<file path="config.mk">
export PLATFORM = sky130hd
export DESIGN_NAME = ohash_div
export DESIGN_NICKNAME = d
export VERILOG_FILES = /design/src/design/ohash_div.sv
export SDC_FILE = /design/constraint.sdc
export NUM_CORES = 1
export LEC_CHECK = 0
export ABC_CLOCK_PERIOD_IN_PS = 5400
export BUFFER_PORTS_ARGS = -buffer_cell sky130_fd_sc_hd__buf_2
export CORE_ASPECT_RATIO = 0.9
export CORE_MARGIN = 2
export CORE_UTILIZATION = 57
export CTS_BUF_LIST = sky130_fd_sc_hd__clkbuf_8
export CTS_CLUSTER_SIZE = 14
export DETAILED_ROUTE_END_ITERATION = 8
export PLACE_DENSITY = 0.85
export SYNTH_ARGS = -nofsm -noshare
export SYNTH_HDL_FRONTEND = slang
export SYNTH_SLANG_ARGS = --single-unit
</file>
<file path="constraint.sdc">
create_clock -name clk -period 5.4 [get_ports clk]
set_clock_uncertainty 0.1 [all_clocks]
set_input_delay 1.08 -clock clk [delete_from_list [all_inputs] [get_ports clk]]
set_output_delay 1.08 -clock clk [all_outputs]
set_load 0.05 [all_outputs]
</file>
<file path="src/design/ohash_div.sv">
// Restoring divider, one quotient bit per cycle.
// Gives quotient and remainder of an unsigned dividend by an unsigned divisor.
// No dependencies.
module ohash_div #(
  parameter int NW = 32,
  parameter int DW = 11
) (
  input  logic          clk,
  input  logic          rst,
  input  logic          start,
  input  logic [NW-1:0] dividend,
  input  logic [DW-1:0] divisor,
  output logic          done,
  output logic [NW-1:0] quot,
  output logic [DW-1:0] rem
);

  localparam int CNTW = (NW > 1) ? $clog2(NW) : 1;
  localparam logic [CNTW-1:0] LAST = CNTW'(NW - 1);

  logic            busy;
  logic [CNTW-1:0] cnt;
  logic [DW:0]     trial;
  logic            take;

  assign trial = {rem, quot[NW-1]};
  assign take  = (trial >= {1'b0, divisor});

  always_ff @(posedge clk) begin
    if (rst) begin
      busy <= 1'b0;
      done <= 1'b0;
      cnt  <= '0;
    end else begin
      done <= 1'b0;
      if (start) begin
        busy <= 1'b1;
        cnt  <= '0;
      end else if (busy) begin
        cnt <= cnt + 1'b1;
        if (cnt == LAST) begin
          busy <= 1'b0;
          done <= 1'b1;
        end
      end
    end
  end

  always_ff @(posedge clk) begin
    if (start) begin
      quot <= dividend;
      rem  <= '0;
    end else if (busy) begin
      quot <= {quot[NW-2:0], take};
      rem  <= take ? DW'(trial - {1'b0, divisor}) : trial[DW-1:0];
    end
  end

endmodule
</file>
# After elaboration in Yosys (flattened, before gate mapping)
# Index checks and enable logic that the tools add are counted.
[word_totals]
regBits = 50
inputBits = 46
output_inout_bits = 44
[op_classes]
n_addsub = 2
magnitude_cmp = 1
bitwise_logic = 1
reduce_logical = 3
muxes = 7
n_eq_ne = 1
[op_table]
columns = ["operator", "count"]
rows = [
  ["32-bit two-way mux", 2],
  ["12-bit by 11-bit greater-or-equal comparator with 1-bit output", 1],
  ["11-bit two-way mux", 1],
  ["11-bit subtractor", 1],
  ["5-bit by 1-bit adder with 5-bit output (second input constant)", 1],
  ["5-bit == test (second input constant)", 1],
  ["1-bit two-way mux", 4],
  ["3-bit OR reduction", 1],
  ["2-bit nonzero test", 1],
  ["2-bit OR reduction", 1],
  ["1-bit NOT", 1],
]

# Depth between registers and ports, before layout
[logic_depth]
depth_word = 4
ltp_mapped = 10
ltp_nobuf = 9

# Worst setup path after synthesis
# OpenSTA, ideal clock, no wires.
[synth_path]
path_type = "input to register"
startpoint = "input port divisor[9]"
endpoint = "register quot[0] (data pin)"
required_time_ns = 5.040
cell_stages = 7
slack_ns = 2.376
arrival_time_ns = 2.664
n_path_buf = 1
cell_sequence = "inv_1 ha_1 a21o_1 a2111oi_4 o21ai_4 buf_8 mux2_2"
[synth_via]
elab_chain_cells = 3
[synth_rtl]
columns = ["item", "line_no", "source"]
rows = [
  ["start: declaration", "12", "input logic [DW-1:0] divisor,"],
  ["12-bit by 11-bit greater-or-equal comparator with 1-bit output", "27", "assign take = (trial >= {1'b0, divisor});"],
  ["32-bit two-way mux", "53", "end else if (busy) begin"],
  ["32-bit two-way mux", "50", "if (start) begin"],
  ["end signal: assignment", "51", "quot <= dividend;"],
  ["end signal: assignment", "54", "quot <= {quot[NW-2:0], take};"],
  ["end: declaration", "14", "output logic [NW-1:0] quot,"],
]
# No other way between the ends. The select of a mux whose other input is x is not followed.
# A chain may end at the register's enable or synchronous reset.

# Worst setup path after layout
[layout_path]
startpoint = "input port divisor[0]"
endpoint = "register rem[0]"
[layout_via]
elab_chain_cells = 2
word_cells_on_any_way = 3
classes_between = "1 x add/sub; 1 x order compare; 1 x mux"
[layout_rtl]
columns = ["item", "line_no", "source"]
rows = [
  ["11-bit subtractor / 12-bit by 11-bit greater-or-equal comparator with 1-bit output (equally long branches)", "55, 27", ""],
  ["11-bit two-way mux (*)", "55", "rem <= take ? DW'(trial - {1'b0, divisor}) : trial[DW-1:0];"],
  ["end signal: assignment", "55", ""],
  ["end: declaration", "15", "output logic [DW-1:0] rem"],
]
# Mark *: on every way between the ends. The rest lies on a longest branch, timed or not.

==> results by group <==
Cells and area
  – Most common cell after layout, fill and taps aside: buf_2
  – Final net count: 380
  – Final core occ: 0.7273
  – Area Overhead vs Synth: 20.14%
  – Layout filler cell count: 350
  – Commonest non-fill, non-tap cells in the layout: buf_2 (89), mux2_2 (32), edfxtp_1 (32)
  – Diodes inserted: 0
  – Layout cells sized above 1: 0.4237

Clocking
  – Clock Tree Buf Depth: 2
  – CTS Buf Count: 5
  – Worst-skew pair later-pin latency: about 290 ps
  – CTS tree: yes
  – # clock sinks: 50
  – Clock slew at reported path FFs: about 90 ps
  – Post-CTS Hold Buffers: 0
  – PostCTS Resize Cnt: 0
  – H-Tree Depth: 2
  – Postcts setup bufs: 0
  – CTS root buf: clkbuf_8

Floorplan
  – Die Wd: ~77 um
  – Die area: between 0.005 and 0.006 mm2
  – Initial core utilization: 0.6054
  – Row Count: 23
  – Total core area: around 0.0045 mm2
  – Ports: 90
  – DIE HEIGHT: between 60 and 70 um

Pwr
  – Maximum vdd ir drop: roughly 0.00029 V
  – Leakage: 1.447 nW
  – Power Dens Cells: just over 300 mW/mm2

Global route
  – Global-route wire length before repair: approximately 9500 um
  – Initial antenna violation count: 0
  – Number of global-route vias before repair: slightly above 2,000
  – Aggregate global-route resource usage: 0.2184
  – Pin count of the biggest net entering global routing: 49
  – Total congestion overflow: 0

Yosys
  – Register area share after synthesis: 0.4800
  – Prevailing post-synth register cell: edfxtp_1
  – Post-synth top area cell: edfxtp_1
  – Mean Syn Cell Area: 11.71 um2
  – Yosys warnings: 0
  – #FFs+latches synth: 50
  – Post-Syn Instances: ~240
  – EDFF count, synth: 32
  – Synth cell types: 47
  – Top cells by area, synth: edfxtp_1 (35%), dfxtp_1 (13%), mux2_2 (13%)
  – Mapped Nets: between 200 and 300
  – Asr flop ratio synth: 0
  – Share of the synthesized area in the top cell type: 0.3491
  – Synthesized area: roughly 0.0028 mm2

Routing
  – First-iteration detailed-routing DRC count: 160
  – Metal3 WL: 364 um
  – Final ANT Viol Nets: 0
  – DR top layer: met4
  – Met2 wire len: approximately 2800 um
  – DRT Wirelength: about 5600 um
  – Vias post-DR: 2,061
  – Drt wl/cell: 14.68 um
  – DR pass1 iterations: 5
  – Vias per cell: about 5.4
  – DRC Markers: 0
  – M1 wire length: about 2400 um

Min path
  – Hold Path Class: register to register
  – Worst Hold End: cnt[3]
  – Hold_sp: cnt[3]
  – Worst hold stages: 2

Timing
  – Slew Limit Headroom: 0.3185
  – Max-slew violation count: 0
  – Final TNS setup: 0 ps
  – Worst slew pin tran: 1021 ps
  – Final worst path period need: between 3000 and 4000 ps
  – Final setup fails: 0
  – Final hold violation count: 0
  – Fin crit share: 0.5862
  – Fmax: about 320 MHz
  – RSZ-0062 raised after global routing: false

Setup path
  – Worst Path Arrival: ~3300 ps
  – Worst setup path class: primary input to register
  – Cell depth of the worst flop-to-flop path: 9
  – CP Max Fanout: 14
  – Reg2reg end: rem[0]
  – CP Data Required Time: 5510 ps
  – Critical R2R Launch: quot[31]
  – CP Launch Type: primary input
  – Critical path capture point type: register
  – Flop2flop setup slack: approximately 2700 ps

Job
  – Number of max-cap violations: 0

Place
  – Port Buffers: around 90
  – Dpl hpwl: around 4200 um
  – RePlAce Congestion: 0.8380

Run status
  – Status: complete, no violations
==> power breakdown <==
| part | internal (mW) | total (mW) | switching [mW] |
|---|---|---|---|
| Sequential | 0.449 | 0.476 | 0.0272 |
| Combinational | 0.116 | 0.341 | 0.225 |
| Clock | 0.0890 | 0.207 | 0.118 |
==> Yosys cell counts (3+ instances only) <==
library cell and n:
a21oi_1 7, xnor2_1 6, mux2_2 32, a211oi_1 7, inv_1 15, o211ai_1 3, nand2_1 9, dfxtp_1 18
ha_1 13, nand2b_1 4, mux2i_1 7, nor3_1 3, nor2_1 21, nor4bb_1 3, buf_1 3, clkbuf_1 6
edfxtp_1 32, o21ai_0 7
==> through the flow <==
stage | setup slack (ps) | hold slack (ps) | total power [mW] | std cells | instance area (um2)
3_3_place_gp | 2014 | 383.5 | 0.8179 | 375 | 3222
5_1_grt | 2132 | 464.7 | 1.074 | 383 | 3307
4_1_cts | 2251 | 435.1 | 1.029 | 383 | 3307
3_5_place_dp | 1947 | 412.6 | 0.8250 | 375 | 3222
2_1_floorplan | 2376 | 367.3 | 0.7507 | 235 | 2753
6_report | 2235 | 431.9 | 1.024 | 383 | 3307
==> worst max-delay path: stages <==
cell,delay [ps]
buf_2,100
ha_1,220
fa_1,410
nor2b_1,180
o31a_1,200
o21ai_2,140
o21ai_4,410
mux2_4,340
a211oi_2,190
==> layout make-up <==
cell class              count  area [um2]  area share
clock buffers               5       68.82     0.02081
inverters                  15       56.30     0.01703
flip-flops and latches     50        1321      0.3995
well taps                  62       77.57     0.02346
clock inverters             3       16.27    0.004919
repair buffers             89       445.4      0.1347
multi-input cells         159        1321      0.3995
==> layer usage <==
metal | track usage | vias to the layer above
met1 | 0.2823 | 966
met4 | 0.03571 | 0
li1 | - | 1033
met3 | 0.05814 | 2
met5 | 0 | -
met2 | 0.3758 | 60
==> sequential cells by signal, indices dropped and copies added (netlist names) <==
signal and cells:
rem 11, cnt 5, quot 32, busy 1
done 1
==> how the worst max path moves through the flow <==
stage	endpoint	slack (ps)	from
after floorplan	quot[0]	2380	divisor[9]
after global placement	rem[0]	2010	divisor[0]
after detailed placement	rem[0]	1950	divisor[0]
after CTS	rem[0]	2250	divisor[0]
after global routing	rem[0]	2130	divisor[0]
final	rem[0]	2230	divisor[0]
==> kinds of logic after synthesis <==
logic type,after synthesis,synth area share
simple gates,57,0.1168
mux,40,0.1618
xor+xnor,8,0.02546
compound gates,40,0.1095
buf+inv,26,0.03999
fa+ha+maj,14,0.06637
flops,50,0.4800
Power figures use the tool's default switching activity.
